[src/rtl/i2p_pkg.sv]
`timescale 1ns / 1ps
// ----------------------------------------------------------------------------
// i2p_pkg: shared types and constants
// Token kinds, precedence codes, error codes, microcode word layout and the
// microprogram of the infix-to-postfix converter.
// ----------------------------------------------------------------------------
package i2p_pkg;

  localparam logic [2:0] KIND_OPERAND = 3'd0;
  localparam logic [2:0] KIND_OPEN    = 3'd1;
  localparam logic [2:0] KIND_CLOSE   = 3'd2;
  localparam logic [2:0] KIND_PLUS    = 3'd3;
  localparam logic [2:0] KIND_MINUS   = 3'd4;
  localparam logic [2:0] KIND_MULDIV  = 3'd5;
  localparam logic [2:0] KIND_POWER   = 3'd6;
  localparam logic [2:0] KIND_FUNC    = 3'd7;

  localparam logic [2:0] PRIO_OPERAND = 3'd0;
  localparam logic [2:0] PRIO_PAREN   = 3'd1;
  localparam logic [2:0] PRIO_ADD     = 3'd3;
  localparam logic [2:0] PRIO_MUL     = 3'd4;
  localparam logic [2:0] PRIO_POW     = 3'd5;
  localparam logic [2:0] PRIO_UNARY   = 3'd6;
  localparam logic [2:0] PRIO_FUNC    = 3'd7;

  localparam logic [1:0] ERR_NONE     = 2'd0;
  localparam logic [1:0] ERR_CLOSE    = 2'd1;
  localparam logic [1:0] ERR_OPEN     = 2'd2;
  localparam logic [1:0] ERR_OVERFLOW = 2'd3;

  typedef enum logic [3:0] {
    ST_FETCH,
    ST_OPND,
    ST_PUSH,
    ST_C_RD,
    ST_C_SCAN,
    ST_C_DROP,
    ST_C_FNRD,
    ST_C_FN,
    ST_C_ERR,
    ST_B_RD,
    ST_B_SCAN,
    ST_TAIL,
    ST_F_RD,
    ST_F_POP,
    ST_FIN
  } i2p_step_e;

  typedef enum logic [2:0] {
    UOP_NONE,
    UOP_EMIT_IN,
    UOP_PUSH,
    UOP_POP,
    UOP_POP_FLUSH,
    UOP_DROP,
    UOP_EMIT_ERR1,
    UOP_FINISH
  } i2p_uop_e;

  typedef enum logic [2:0] {
    COND_NEVER,
    COND_EMPTY,
    COND_TOP_OPEN,
    COND_TOP_LT,
    COND_NOT_FN,
    COND_NOT_LAST
  } i2p_cond_e;

  // When the condition holds the step jumps to t_true and skips its
  // operation; otherwise it performs the operation and goes to t_false.
  typedef struct packed {
    i2p_uop_e  op;
    i2p_cond_e cond;
    i2p_step_e t_true;
    i2p_step_e t_false;
  } i2p_uword_t;

  typedef struct packed {
    logic empty;
    logic top_open;
    logic top_lt;
    logic not_fn;
    logic not_last;
  } i2p_flags_t;

  typedef struct packed {
    i2p_step_e step;
    i2p_uop_e  op;
  } i2p_ctrl_t;

  function automatic i2p_uword_t i2p_rom(i2p_step_e s);
    i2p_uword_t w;
    case (s)
      ST_OPND:   w = '{UOP_EMIT_IN,   COND_NEVER,    ST_TAIL,   ST_TAIL};
      ST_PUSH:   w = '{UOP_PUSH,      COND_NEVER,    ST_TAIL,   ST_TAIL};
      ST_C_RD:   w = '{UOP_NONE,      COND_EMPTY,    ST_C_ERR,  ST_C_SCAN};
      ST_C_SCAN: w = '{UOP_POP,       COND_TOP_OPEN, ST_C_DROP, ST_C_RD};
      ST_C_DROP: w = '{UOP_DROP,      COND_NEVER,    ST_C_FNRD, ST_C_FNRD};
      ST_C_FNRD: w = '{UOP_NONE,      COND_EMPTY,    ST_TAIL,   ST_C_FN};
      ST_C_FN:   w = '{UOP_POP,       COND_NOT_FN,   ST_TAIL,   ST_TAIL};
      ST_C_ERR:  w = '{UOP_EMIT_ERR1, COND_NEVER,    ST_TAIL,   ST_TAIL};
      ST_B_RD:   w = '{UOP_NONE,      COND_EMPTY,    ST_PUSH,   ST_B_SCAN};
      ST_B_SCAN: w = '{UOP_POP,       COND_TOP_LT,   ST_PUSH,   ST_B_RD};
      ST_TAIL:   w = '{UOP_NONE,      COND_NOT_LAST, ST_FIN,    ST_F_RD};
      ST_F_RD:   w = '{UOP_NONE,      COND_EMPTY,    ST_FIN,    ST_F_POP};
      ST_F_POP:  w = '{UOP_POP_FLUSH, COND_NEVER,    ST_F_RD,   ST_F_RD};
      ST_FIN:    w = '{UOP_FINISH,    COND_NEVER,    ST_FETCH,  ST_FETCH};
      default:   w = '{UOP_NONE,      COND_NEVER,    ST_FETCH,  ST_FETCH};
    endcase
    return w;
  endfunction

endpackage

[src/rtl/i2p_seq.sv]
`timescale 1ns / 1ps
// ----------------------------------------------------------------------------
// i2p_seq: microcode sequencer
// Holds the step counter, reads the control word from the program table and
// picks the next step from the dispatch target or the tested condition.
// ----------------------------------------------------------------------------
module i2p_seq (
  input  logic                clk_i,
  input  logic                rst_ni,
  input  logic                accept_i,
  input  i2p_pkg::i2p_step_e  dispatch_i,
  input  i2p_pkg::i2p_flags_t flags_i,
  input  logic                stall_i,
  output i2p_pkg::i2p_ctrl_t  ctrl_o
);

  i2p_pkg::i2p_step_e  upc_q, upc_d;
  i2p_pkg::i2p_uword_t uword;
  i2p_pkg::i2p_uop_e   op;
  logic                cond_hit;

  assign uword = i2p_pkg::i2p_rom(upc_q);

  always_comb begin
    case (uword.cond)
      i2p_pkg::COND_NEVER:    cond_hit = 1'b0;
      i2p_pkg::COND_EMPTY:    cond_hit = flags_i.empty;
      i2p_pkg::COND_TOP_OPEN: cond_hit = flags_i.top_open;
      i2p_pkg::COND_TOP_LT:   cond_hit = flags_i.top_lt;
      i2p_pkg::COND_NOT_FN:   cond_hit = flags_i.not_fn;
      i2p_pkg::COND_NOT_LAST: cond_hit = flags_i.not_last;
      default:                cond_hit = 1'b0;
    endcase
  end

  always_comb begin
    upc_d = upc_q;
    op    = i2p_pkg::UOP_NONE;
    if (upc_q == i2p_pkg::ST_FETCH) begin
      if (accept_i) begin
        upc_d = dispatch_i;
      end
    end else if (cond_hit) begin
      upc_d = uword.t_true;
    end else begin
      op    = uword.op;
      upc_d = uword.t_false;
    end
    if (stall_i) begin
      upc_d = upc_q;
    end
  end

  always_ff @(posedge clk_i or negedge rst_ni) begin
    if (!rst_ni) begin
      upc_q <= i2p_pkg::ST_FETCH;
    end else begin
      upc_q <= upc_d;
    end
  end

  assign ctrl_o.step = upc_q;
  assign ctrl_o.op   = op;

endmodule

[src/rtl/infix_to_postfix_converter.sv]
`timescale 1ns / 1ps
// ----------------------------------------------------------------------------
// infix_to_postfix_converter: shunting-yard token reorderer
// Takes classified infix tokens and emits them in postfix order with their
// precedence codes, keeping operators on a bounded stack in block memory.
// ----------------------------------------------------------------------------
// One item is taken at a time. An operand or a plain push passes through
// fetch, operation, end check and result handoff. Every entry popped from the
// operator stack needs a registered read of the stack memory and then the pop.
// A binary operator reads the top of the stack before its push, and compares
// it as well when the stack is not empty. A close parenthesis reads and pops
// entries until it finds the open parenthesis, drops it and reads the entry
// below, then, when the stack is not empty, tests for a function and pops it;
// an unmatched close checks the empty stack and then emits its error marker.
// The final item of an expression then flushes the stack, reading and popping
// each entry until it is empty. Results leave through an output register; the
// sequencer pauses only on a step that must move a result into that register
// while it is full and the sink holds it, and one finished result waits in a
// holding register so that the last result of each item can carry tlast.
// The stack needs no clearing after reset: only entries below the count are
// ever read.
// ----------------------------------------------------------------------------
module infix_to_postfix_converter #(
  parameter int STACK_DEPTH = 32,
  parameter int TAG_WIDTH   = 8,
  localparam int TdataW     = ((TAG_WIDTH + 7) / 8) * 8
) (
  input  logic              clk_i,
  input  logic              rst_ni,
  input  logic              s_axis_tvalid,
  output logic              s_axis_tready,
  input  logic [TdataW-1:0] s_axis_tdata,  // token_tag
  input  logic [2:0]        s_axis_tuser,  // kind
  input  logic              s_axis_tlast,  // last_token
  output logic              m_axis_tvalid,
  input  logic              m_axis_tready,
  output logic [TdataW-1:0] m_axis_tdata,  // out_tag
  output logic [6:0]        m_axis_tuser,  // out_priority, is_token,
                                           // expression_end, error_code
  output logic              m_axis_tlast   // last_of_run
);

  localparam int AddrW = $clog2(STACK_DEPTH);
  localparam int CntW  = $clog2(STACK_DEPTH + 1);
  localparam int EntW  = TAG_WIDTH + 3;

  logic [EntW-1:0] mem [STACK_DEPTH];

  logic [CntW-1:0]      count_q, count_d;
  logic [2:0]           prev_kind_q;
  logic                 at_start_q;
  logic                 pend_valid_q;
  logic                 m_valid_q;

  logic [TAG_WIDTH-1:0] tag_q;
  logic                 last_q;
  logic [2:0]           kind_q;
  logic [2:0]           pprio_q;
  logic [EntW-1:0]      rd_q;

  logic [TAG_WIDTH-1:0] pend_tag_q;
  logic [2:0]           pend_prio_q;
  logic                 pend_tok_q;
  logic [1:0]           pend_err_q;

  logic [TAG_WIDTH-1:0] out_tag_q;
  logic [2:0]           out_prio_q;
  logic                 out_tok_q;
  logic                 out_last_q;
  logic                 out_end_q;
  logic [1:0]           out_err_q;

  logic [AddrW-1:0]     rd_addr, wr_addr;
  logic [TAG_WIDTH-1:0] rd_tag;
  logic [2:0]           rd_prio;
  logic                 full;
  logic                 accept;
  logic [2:0]           in_kind;
  logic                 unary;
  logic [2:0]           in_prio;
  i2p_pkg::i2p_step_e   dispatch;
  i2p_pkg::i2p_flags_t  flags;
  i2p_pkg::i2p_ctrl_t   ctrl;
  logic                 op_emits;
  logic                 stall;

  logic                 emit_en;
  logic [TAG_WIDTH-1:0] emit_tag;
  logic [2:0]           emit_prio;
  logic                 emit_tok;
  logic [1:0]           emit_err;
  logic                 push_we;
  logic                 fin;
  logic                 load_pend, load_fin;

  assign rd_addr = AddrW'(count_q - 1'b1);
  assign wr_addr = AddrW'(count_q);
  assign rd_tag  = rd_q[EntW-1:3];
  assign rd_prio = rd_q[2:0];
  assign full    = (count_q == CntW'(STACK_DEPTH));

  assign s_axis_tready = (ctrl.step == i2p_pkg::ST_FETCH);
  assign accept        = s_axis_tvalid && s_axis_tready;
  assign in_kind       = s_axis_tuser;

  always_comb begin
    unary = ((in_kind == i2p_pkg::KIND_PLUS) || (in_kind == i2p_pkg::KIND_MINUS)) &&
            (at_start_q || (prev_kind_q == i2p_pkg::KIND_OPEN) ||
             (prev_kind_q == i2p_pkg::KIND_PLUS) || (prev_kind_q == i2p_pkg::KIND_MINUS) ||
             (prev_kind_q == i2p_pkg::KIND_MULDIV));
    case (in_kind)
      i2p_pkg::KIND_OPERAND: begin
        dispatch = i2p_pkg::ST_OPND;
        in_prio  = i2p_pkg::PRIO_OPERAND;
      end
      i2p_pkg::KIND_OPEN: begin
        dispatch = i2p_pkg::ST_PUSH;
        in_prio  = i2p_pkg::PRIO_PAREN;
      end
      i2p_pkg::KIND_CLOSE: begin
        dispatch = i2p_pkg::ST_C_RD;
        in_prio  = i2p_pkg::PRIO_PAREN;
      end
      i2p_pkg::KIND_PLUS, i2p_pkg::KIND_MINUS: begin
        dispatch = unary ? i2p_pkg::ST_PUSH : i2p_pkg::ST_B_RD;
        in_prio  = unary ? i2p_pkg::PRIO_UNARY : i2p_pkg::PRIO_ADD;
      end
      i2p_pkg::KIND_MULDIV: begin
        dispatch = i2p_pkg::ST_B_RD;
        in_prio  = i2p_pkg::PRIO_MUL;
      end
      i2p_pkg::KIND_POWER: begin
        dispatch = i2p_pkg::ST_PUSH;
        in_prio  = i2p_pkg::PRIO_POW;
      end
      default: begin
        dispatch = i2p_pkg::ST_PUSH;
        in_prio  = i2p_pkg::PRIO_FUNC;
      end
    endcase
  end

  assign flags.empty    = (count_q == '0);
  assign flags.top_open = (rd_prio == i2p_pkg::PRIO_PAREN);
  assign flags.top_lt   = (rd_prio < pprio_q);
  assign flags.not_fn   = (rd_prio != i2p_pkg::PRIO_FUNC);
  assign flags.not_last = !last_q;

  i2p_seq u_seq (
    .clk_i      (clk_i),
    .rst_ni     (rst_ni),
    .accept_i   (accept),
    .dispatch_i (dispatch),
    .flags_i    (flags),
    .stall_i    (stall),
    .ctrl_o     (ctrl)
  );

  assign op_emits = (ctrl.op == i2p_pkg::UOP_EMIT_IN) || (ctrl.op == i2p_pkg::UOP_POP) ||
                    (ctrl.op == i2p_pkg::UOP_POP_FLUSH) ||
                    (ctrl.op == i2p_pkg::UOP_EMIT_ERR1) ||
                    ((ctrl.op == i2p_pkg::UOP_PUSH) && full);
  assign stall = ((op_emits && pend_valid_q) ||
                  ((ctrl.op == i2p_pkg::UOP_FINISH) && (pend_valid_q || last_q))) &&
                 m_valid_q && !m_axis_tready;

  always_comb begin
    emit_en   = 1'b0;
    emit_tag  = '0;
    emit_prio = i2p_pkg::PRIO_OPERAND;
    emit_tok  = 1'b0;
    emit_err  = i2p_pkg::ERR_NONE;
    push_we   = 1'b0;
    fin       = 1'b0;
    count_d   = count_q;
    if (!stall) begin
      case (ctrl.op)
        i2p_pkg::UOP_EMIT_IN: begin
          emit_en  = 1'b1;
          emit_tag = tag_q;
          emit_tok = 1'b1;
        end
        i2p_pkg::UOP_PUSH: begin
          if (full) begin
            emit_en  = 1'b1;
            emit_err = i2p_pkg::ERR_OVERFLOW;
          end else begin
            push_we = 1'b1;
            count_d = count_q + 1'b1;
          end
        end
        i2p_pkg::UOP_POP, i2p_pkg::UOP_POP_FLUSH: begin
          count_d   = count_q - 1'b1;
          emit_en   = 1'b1;
          emit_tag  = rd_tag;
          emit_prio = rd_prio;
          emit_tok  = 1'b1;
          if ((ctrl.op == i2p_pkg::UOP_POP_FLUSH) && (rd_prio == i2p_pkg::PRIO_PAREN)) begin
            emit_err = i2p_pkg::ERR_OPEN;
          end
        end
        i2p_pkg::UOP_DROP: begin
          count_d = count_q - 1'b1;
        end
        i2p_pkg::UOP_EMIT_ERR1: begin
          emit_en  = 1'b1;
          emit_err = i2p_pkg::ERR_CLOSE;
        end
        i2p_pkg::UOP_FINISH: begin
          fin = 1'b1;
        end
        default: begin
        end
      endcase
    end
  end

  assign load_pend = emit_en && pend_valid_q;
  assign load_fin  = fin && (pend_valid_q || last_q);

  always_ff @(posedge clk_i or negedge rst_ni) begin
    if (!rst_ni) begin
      count_q      <= '0;
      prev_kind_q  <= i2p_pkg::KIND_OPERAND;
      at_start_q   <= 1'b1;
      pend_valid_q <= 1'b0;
      m_valid_q    <= 1'b0;
    end else begin
      count_q <= count_d;
      if (emit_en) begin
        pend_valid_q <= 1'b1;
      end else if (fin) begin
        pend_valid_q <= 1'b0;
      end
      if (load_pend || load_fin) begin
        m_valid_q <= 1'b1;
      end else if (m_axis_tready) begin
        m_valid_q <= 1'b0;
      end
      if (fin) begin
        prev_kind_q <= last_q ? i2p_pkg::KIND_OPERAND : kind_q;
        at_start_q  <= last_q;
      end
    end
  end

  always_ff @(posedge clk_i) begin
    if (push_we) begin
      mem[wr_addr] <= {tag_q, pprio_q};
    end
    rd_q <= mem[rd_addr];
  end

  always_ff @(posedge clk_i) begin
    if (accept) begin
      tag_q   <= s_axis_tdata[TAG_WIDTH-1:0];
      last_q  <= s_axis_tlast;
      kind_q  <= in_kind;
      pprio_q <= in_prio;
    end
    if (emit_en) begin
      pend_tag_q  <= emit_tag;
      pend_prio_q <= emit_prio;
      pend_tok_q  <= emit_tok;
      pend_err_q  <= emit_err;
    end
    if (load_pend) begin
      out_tag_q  <= pend_tag_q;
      out_prio_q <= pend_prio_q;
      out_tok_q  <= pend_tok_q;
      out_err_q  <= pend_err_q;
      out_last_q <= 1'b0;
      out_end_q  <= 1'b0;
    end else if (load_fin) begin
      out_last_q <= 1'b1;
      out_end_q  <= last_q;
      if (pend_valid_q) begin
        out_tag_q  <= pend_tag_q;
        out_prio_q <= pend_prio_q;
        out_tok_q  <= pend_tok_q;
        out_err_q  <= pend_err_q;
      end else begin
        out_tag_q  <= '0;
        out_prio_q <= i2p_pkg::PRIO_OPERAND;
        out_tok_q  <= 1'b0;
        out_err_q  <= i2p_pkg::ERR_NONE;
      end
    end
  end

  assign m_axis_tvalid = m_valid_q;
  assign m_axis_tdata  = TdataW'(out_tag_q);
  assign m_axis_tuser  = {out_err_q, out_end_q, out_tok_q, out_prio_q};
  assign m_axis_tlast  = out_last_q;

endmodule

[config.mk]
export PLATFORM = sky130hd
export DESIGN_NAME = infix_to_postfix_converter
export DESIGN_NICKNAME = d
export VERILOG_FILES = /design/src/rtl/i2p_pkg.sv /design/src/rtl/i2p_seq.sv /design/src/rtl/infix_to_postfix_converter.sv
export SDC_FILE = /design/constraint.sdc
export NUM_CORES = 1
export LEC_CHECK = 0
export ABC_AREA = 0
export BUFFER_PORTS_ARGS = -buffer_cell sky130_fd_sc_hd__buf_2
export CAP_MARGIN = 20
export CORE_ASPECT_RATIO = 0.9
export CORE_UTILIZATION = 60
export DETAILED_ROUTE_END_ITERATION = 12
export PLACE_DENSITY = 0.79
export SLEW_MARGIN = 0
export SYNTH_ARGS = -nofsm -noshare
export SYNTH_HDL_FRONTEND = slang
export SYNTH_HIERARCHICAL = 1
export SYNTH_SLANG_ARGS = --single-unit
[constraint.sdc]
create_clock -name clk_i -period 7.6 [get_ports clk_i]
set_clock_uncertainty 0.15 [all_clocks]
set_input_delay 0.76 -clock clk_i [delete_from_list [all_inputs] [get_ports clk_i]]
set_output_delay 0.76 -clock clk_i [all_outputs]
set_load 0.05 [all_outputs]
==> out/metrics.cfg, run 1 <==
[global_routing]
grt_use_met1_pct = 38.0
grt_first_pass_wirelength_mm = 54.9
grt_pass1_vias = 8970
antenna_found_initial = 0
grtUsageMet3_pct = 3.23
gr-max-usage-layer = met2
use_met2_pct = 38.3
grt_use_total_pct = 25.1
overflow = 0
grt_max_degree = 50

[synthesis]
syn_nets = 1012
synthMostInstantiatedCell = edfxtp_1
ys_seq_area_share_pct = 72.1
ys.flop_type = edfxtp_1
synth_commonest_cells = edfxtp_1, mux4_2, nor2_1, nand2_1, mux2i_1
syn_avg_cell_area_um2 = 17.7
synth_area_leader_cell = edfxtp_1
synthTopCellsByArea = edfxtp_1, mux4_2, dfrtp_1, mux2i_1, nor2_1
synthesis.instances = 981
ys_types = 60
async_reset_ff_share_pct = 3.77
synth_area_um2 = 17400
yosys_warnings = 6
yosysTopAreaCellShare_pct = 68.3
ys_seq_elements = 424
synth_edf_count = 395

[clock_network]
post_cts_buffers = 0
cts_hold_buf = 0
clockBufferDepth = 3
clk-insertion-delay-late_ns = 0.53
path_clk_slew_ns = 0.07
clock-root-buffer = clkbuf_16
numCtsBuffers = 42
cts_tree = built
htree_levels = 2
clkSinkCount = 424
cts_resized = 0

[setup_path]
worstRegToRegCells = 13
critPathArrivalTime_ns = 6.05
required_ns = 7.59
end_kind = register
critPathMaxFanout = 49
criticalPathCategory = register to register
reg2reg_from = count_q[0]
startpoint_type = register
ff2ff_setup_slack_ns = 1.54
worst_r2r_endpoint = mem[30][6]

[finish]
drive_above_1_share_pct = 20.4
finalNetCount = 1055
antenna_cells = 0
stdcell_area_um2 = 19200
nFillCells = 1772
fin_cells = 1416
register_area_um2 = 12500
multi_input_area_um2 = 4590
syn_to_final_growth_pct = 10.7

[power_and_ir_drop]
p_total_mw = 8.50
switching_share_pct = 36.5
cellPowerDensity_nw_per_um2 = 442
pwr-share-seq_pct = 37.4
p_switching_mw = 3.10
p_clk_share_pct = 22.8
internal_power_mw = 5.40
combPwrFrac_pct = 39.8
peakVddDrop_mv = 0.304
p_leak_nw = 6.36

[drt]
ant_nets = 0
wl_mm = 36.0
via_count = 9204
wl_per_cell_um = 25.4
firstDrtPassIters = 6
drt_iter0_drc = 1240
viasPerCell = 6.50
drc_errors = 0

[timing]
fin_setup_tns_ns = 0
period_minus_slack_ns = 6.06
hold_violations = 0
min_period_over_period_pct = 79.7
slew_viol_final = 0
rsz0062_at_grt = no
worst_slew_pin_slew_ns = 1.17
setup_viol = 0
relSlewSlack_pct = 21.8
fmax_mhz = 165

[placement]
place_hpwl_mm = 21.5
place_area_um2 = 17900
dpl.cell_count = 1338
gp_congestion = 0.910
io_buffers = 33

[die]
io_pins = 34
initial_core_util_pct = 61.5
core.rowCount = 58
coreArea_um2 = 28200
die_x_um = 181
die_area_um2 = 29600
die_h_um = 163

[run_status]
outcome = complete, no violations

[job]
drv_cap = 0

[worst_hold_path]
worst_hold_path_type = primary input to async pin

-- stage by stage --
step	util [%]	setup slack [ns]	hold slack, ns
2_1_floorplan	-	2.43	0.292
3_3_place_gp	63.5	1.86	0.315
3_5_place_dp	63.5	1.48	0.326
4_1_cts	68.0	1.44	0.0123
5_1_grt	68.1	1.13	0.0288
6_report	68.1	1.54	0.00509
-- cells in the final DEF, fill, tap and decap left out, types with 13 or more instances in the layout --
cell	Yosys	final
edfxtp_1	395	395
mux4_2	90	90
nor2_1	70	70
nand2_1	52	52
clkbuf_16	0	43
mux2i_1	37	37
buf_2	18	33
a21oi_1	31	31
and2_1	20	20
o21ai_0	19	19
buf_4	2	18
inv_1	16	16
ha_1	15	14
clkbuf_1	30	14
dfrtp_1	15	14
nand2b_1	13	13
dfxtp_1	13	13
-- worst max path at each step --
stage	slack [ns]	endpoint	cells past startpoint	start
floorplan	2.43	m_axis_tdata[0]	17	count_q[0]
global placement	1.86	mem[3][5]	12	count_q[0]
detailed placement	1.48	mem[30][4]	12	count_q[0]
CTS	1.44	mem[30][0]	12	count_q[0]
global route	1.13	mem[10][3]	13	count_q[0]
finish	1.54	mem[30][6]	13	count_q[0]
-- routing by layer --
metal,up-vias,wire [um]
met1,4708,15800
met4,0,1050
met5,-,0
met2,428,16600
met3,74,2480
li1,3994,-
-- logic make-up after synthesis --
family | Yosys count | share of synthesized area, %
fa+ha+maj | 15 | 1.08
buf+inv | 69 | 1.66
other cells | 1 | 0.0216
xor+xnor | 9 | 0.497
compound gates | 127 | 5.11
simple gates | 209 | 5.74
mux | 127 | 13.8
flops | 424 | 72.1
-- state kept, by name, indices dropped and copies added, names as in the netlist, 2 cells and up --
signal	cells
pend_tag_q	8
out_prio_q	3
rd_q	11
out_err_q	2
kind_q	3
u_seq/upc_q	4
count_q	6
prev_kind_q	3
pend_err_q	2
m_axis_tdata	8
mem	352
tag_q	8
pend_prio_q	3
pprio_q	3
-- power groups by stage --
stage	clock, mW	sequential, mW	combinational [mW]
global placement	0	3.22	3.23
global route	2.05	3.22	3.60
CTS	1.97	3.18	3.34
floorplan	0	3.22	2.46
finish	1.94	3.18	3.38
detailed placement	0	3.23	3.31
-- final cells by class --
cell class                 count  area share, %
sequential                   424           65.1
clock buffer                  57           5.87
tap                          360           2.34
inverter                      16          0.312
multi-input combinational    488           23.9
clock inverter                19          0.800
timing repair buffer          52           1.70
-- critical path, cell delays in order (launching register included) --
cell and delay [ns]:
dfrtp_4 1.04, inv_1 0.32, ha_4 0.28, nor3b_1 0.17, nand2_1 0.08, o211ai_1 0.09
o21ai_1 0.16, o22ai_2 0.18, nor2_1 0.75, nand2b_1 0.16, a21o_1 0.25, a2111oi_2 0.57
nand2_1 0.49, nor2_1 0.97
Power figures use the tool's default switching activity.
==> run 2, diff against run 1 <==
CORE_UTILIZATION = 56   (was 60)
PLACE_DENSITY = 0.77   (was 0.79)
clock period = 5.42 ns   (was 7.6 ns; I/O delays follow)
==> run 2 against run 1 <==
  * Utilization fell by 3.2 points
  * Global-route usage decreased by 1.3 points
  * Routed wire length increased by 2.5%
  * Count of clock-buffer cells in the layout down 5
  * Final cell count is 5.5% higher
  * Critical path type unchanged
  * Largest cell class unchanged
  * Highest routed layer unchanged
==> out/metrics.cfg, run 2 (synthesis gave the netlist of run 1 again) <==
[run_status]
outcome = complete, no violations

[setup_path]
required_ns = 5.51  ; -2.08 ns
crit_buf_inv = 4  ; +3
end_kind = register
crit_family = compound AO/OA/AOI/OAI gates
startpoint_type = register
critPathArrivalTime_ns = 5.10  ; -0.95 ns
worstPathCellList = inv_1 > ha_1 > mux4_2 > a22oi_2 > o22ai_2 > a311oi_1 > buf_4 > inv_1 > ha_1 > a21o_1 > a2111oi_2 > nand2_1 > nor2_1 > buf_4
criticalPathCategory = register to register
worst_path_max_delay_cell = a2111oi_2
critPathMaxFanout = 14  ; -71%
slowest_delay_ns = 0.61  ; -0.43 ns

[clock_network]
clockBufferDepth = 3  ; unchanged
clk-insertion-delay-late_ns = 0.54  ; about the same
htree_levels = 2  ; unchanged
numCtsBuffers = 40  ; -4.8%
post_cts_buffers = 0  ; unchanged
clock-root-buffer = clkbuf_16
path_clk_slew_ns = 0.06  ; about the same
clkSinkCount = 424  ; unchanged
cts_tree = built

[timing]
worst_slew_pin_slew_ns = 1.09  ; -0.0850 ns
fin_ws_ns = 0.410  ; -1.13 ns
relSlewSlack_pct = 26.7  ; +4.9 points
min_period_over_period_pct = 92.4  ; +13 points
period_minus_slack_ns = 5.01  ; -1.05 ns
fin_setup_tns_ns = 0  ; unchanged
slew_viol_final = 0  ; unchanged
whs_ns = 0.0440  ; +0.0389 ns
hold_violations = 0  ; unchanged
setup_viol = 0  ; unchanged
rsz0062_at_grt = no
fmax_mhz = 200  ; +21%

[power_and_ir_drop]
cellPowerDensity_nw_per_um2 = 613  ; +39%
pwr-share-seq_pct = 35.8  ; -1.6 points
p_switching_mw = 4.35  ; +40%
p_clk_share_pct = 22.7  ; about the same
peakVddDrop_mv = 0.474  ; +56%
p_leak_nw = 6.59  ; +3.6%
switching_share_pct = 36.2  ; -0.35 points
combPwrFrac_pct = 41.6  ; +1.8 points
p_total_mw = 12.0  ; +41%
internal_power_mw = 7.68  ; +42%

[finish]
final_cell_mix = edfxtp_1, mux4_2, nor2_1, buf_4, nand2_1
layout_commonest_cell = edfxtp_1
largest_reg_flops = 352  ; unchanged
register_area_um2 = 12500  ; unchanged
reg_top3 = mem: 352 flops, rd_q: 11 flops
syn_to_final_growth_pct = 12.9
finalNetCount = 1093  ; +3.6%
nFillCells = 1984  ; +12%
final_util_pct = 65.0  ; -3.2 points
top_register = mem
antenna_cells = 0  ; unchanged
multi_input_area_um2 = 4590  ; about the same
drive_above_1_share_pct = 23.7  ; +3.4 points

[drt]
wl_per_cell_um = 24.7  ; -2.8%
ant_nets = 0  ; unchanged
drc_errors = 0  ; unchanged
drt_iter0_drc = 1084  ; -13%
firstDrtPassIters = 5  ; -1
wl_mm = 36.9  ; +2.5%
via_count = 9259  ; +0.60%
viasPerCell = 6.20  ; -4.7%

[placement]
place_hpwl_mm = 22.5  ; +4.5%
dp_slack_ns = 0.388  ; -1.10 ns
gp_congestion = 0.895  ; -1.7%
io_buffers = 33  ; unchanged

[global_routing]
overflow = 0  ; unchanged
grt_first_pass_wirelength_mm = 55.2  ; +0.67%
grt_pass1_vias = 8988  ; +0.20%
grt_use_total_pct = 23.8  ; -1.3 points
grt_max_degree = 69  ; +38%
antenna_found_initial = 0  ; unchanged

[die]
core.rowCount = 60  ; +3.4%
die_x_um = 188  ; +3.5%
initial_core_util_pct = 57.6  ; -4.0 points
die_h_um = 169  ; +3.5%
die_area_um2 = 31700  ; +7.1%
coreArea_um2 = 30200  ; +6.9%
io_pins = 34  ; unchanged

[worst_hold_path]
worst_hold_path_type = primary input to register

[job]
drv_cap = 0  ; unchanged

==> run 2: cell count changes in the layout (fill, tap and decap cells not counted), sizes merged <==
cell,delta
clkinvlp,-1
clkbuf,-5
buf,+39
clkinv,+1
dlygate4sd3,+1
==> run 2: cell type report <==
cell class                      instances  area share (%)
Clock buffer                           52            5.80
Clock inverter                         19           0.817
Inverter                               16           0.306
Multi-Input combinational cell        488            23.4
Sequential cell                       424            63.9
Tap cell                              403            2.57
Timing Repair Buffer                   92            3.22
==> run 2: timing repair <==
action | 4_1_cts | 5_1_grt
gates resized for setup | 0 | 1
hold buffers | 1 | 0
endpoints found under the hold margin | 15 | 0
endpoints found under the setup margin | 0 | 7
==> run 2: worst reg2reg max path, cell delays in order (launching register included) <==
cell	delay, ns
dfrtp_1	0.53
inv_1	0.15
ha_1	0.36
mux4_2	0.56
a22oi_2	0.21
o22ai_2	0.19
a311oi_1	0.25
buf_4	0.22
inv_1	0.07
ha_1	0.21
a21o_1	0.18
a2111oi_2	0.61
nand2_1	0.37
nor2_1	0.43
buf_4	0.25
==> run 2: worst paths after layout <==
kind / from / end / slack, ns / cells past startpoint
max: u_seq/upc_q[1] / mem[30][9] / 0.41 / 14
min: s_axis_tdata[3] / tag_q[3] / 0.04 / 1
max reg2reg: u_seq/upc_q[1] / mem[30][9] / 0.41 / 14
min reg2reg: m_axis_tlast / m_axis_tlast / 0.34 / 1
max in group asynchronous: rst_ni / count_q[0] / 4.41 / 2
min in group asynchronous: rst_ni / count_q[1] / 0.35 / 2
==> run 2: layer usage <==
metal,track usage [%],routed length (um),up-vias
met5,0,0,-
met4,8.13,1070,0
met3,5.87,3880,71
met2,34.7,16400,524
met1,35.6,15500,4589
li1,-,-,4075
==> run 2: power groups by stage <==
stage               combinational (mW)  clock, mW  sequential (mW)
finish                            5.00       2.72             4.30
CTS                               4.96       2.77             4.30
floorplan                         3.45          0             4.51
detailed placement                4.92          0             4.36
global route                      5.38       2.88             4.33
global placement                  4.87          0             4.35
==> run 2: through the flow <==
step / cells / instance area (um^2)
finish: 1494 / 19600
CTS: 1493 / 19600
global placement: 1421 / 18300
global route: 1494 / 19600
detailed placement: 1421 / 18300
floorplan: 981 / 17400
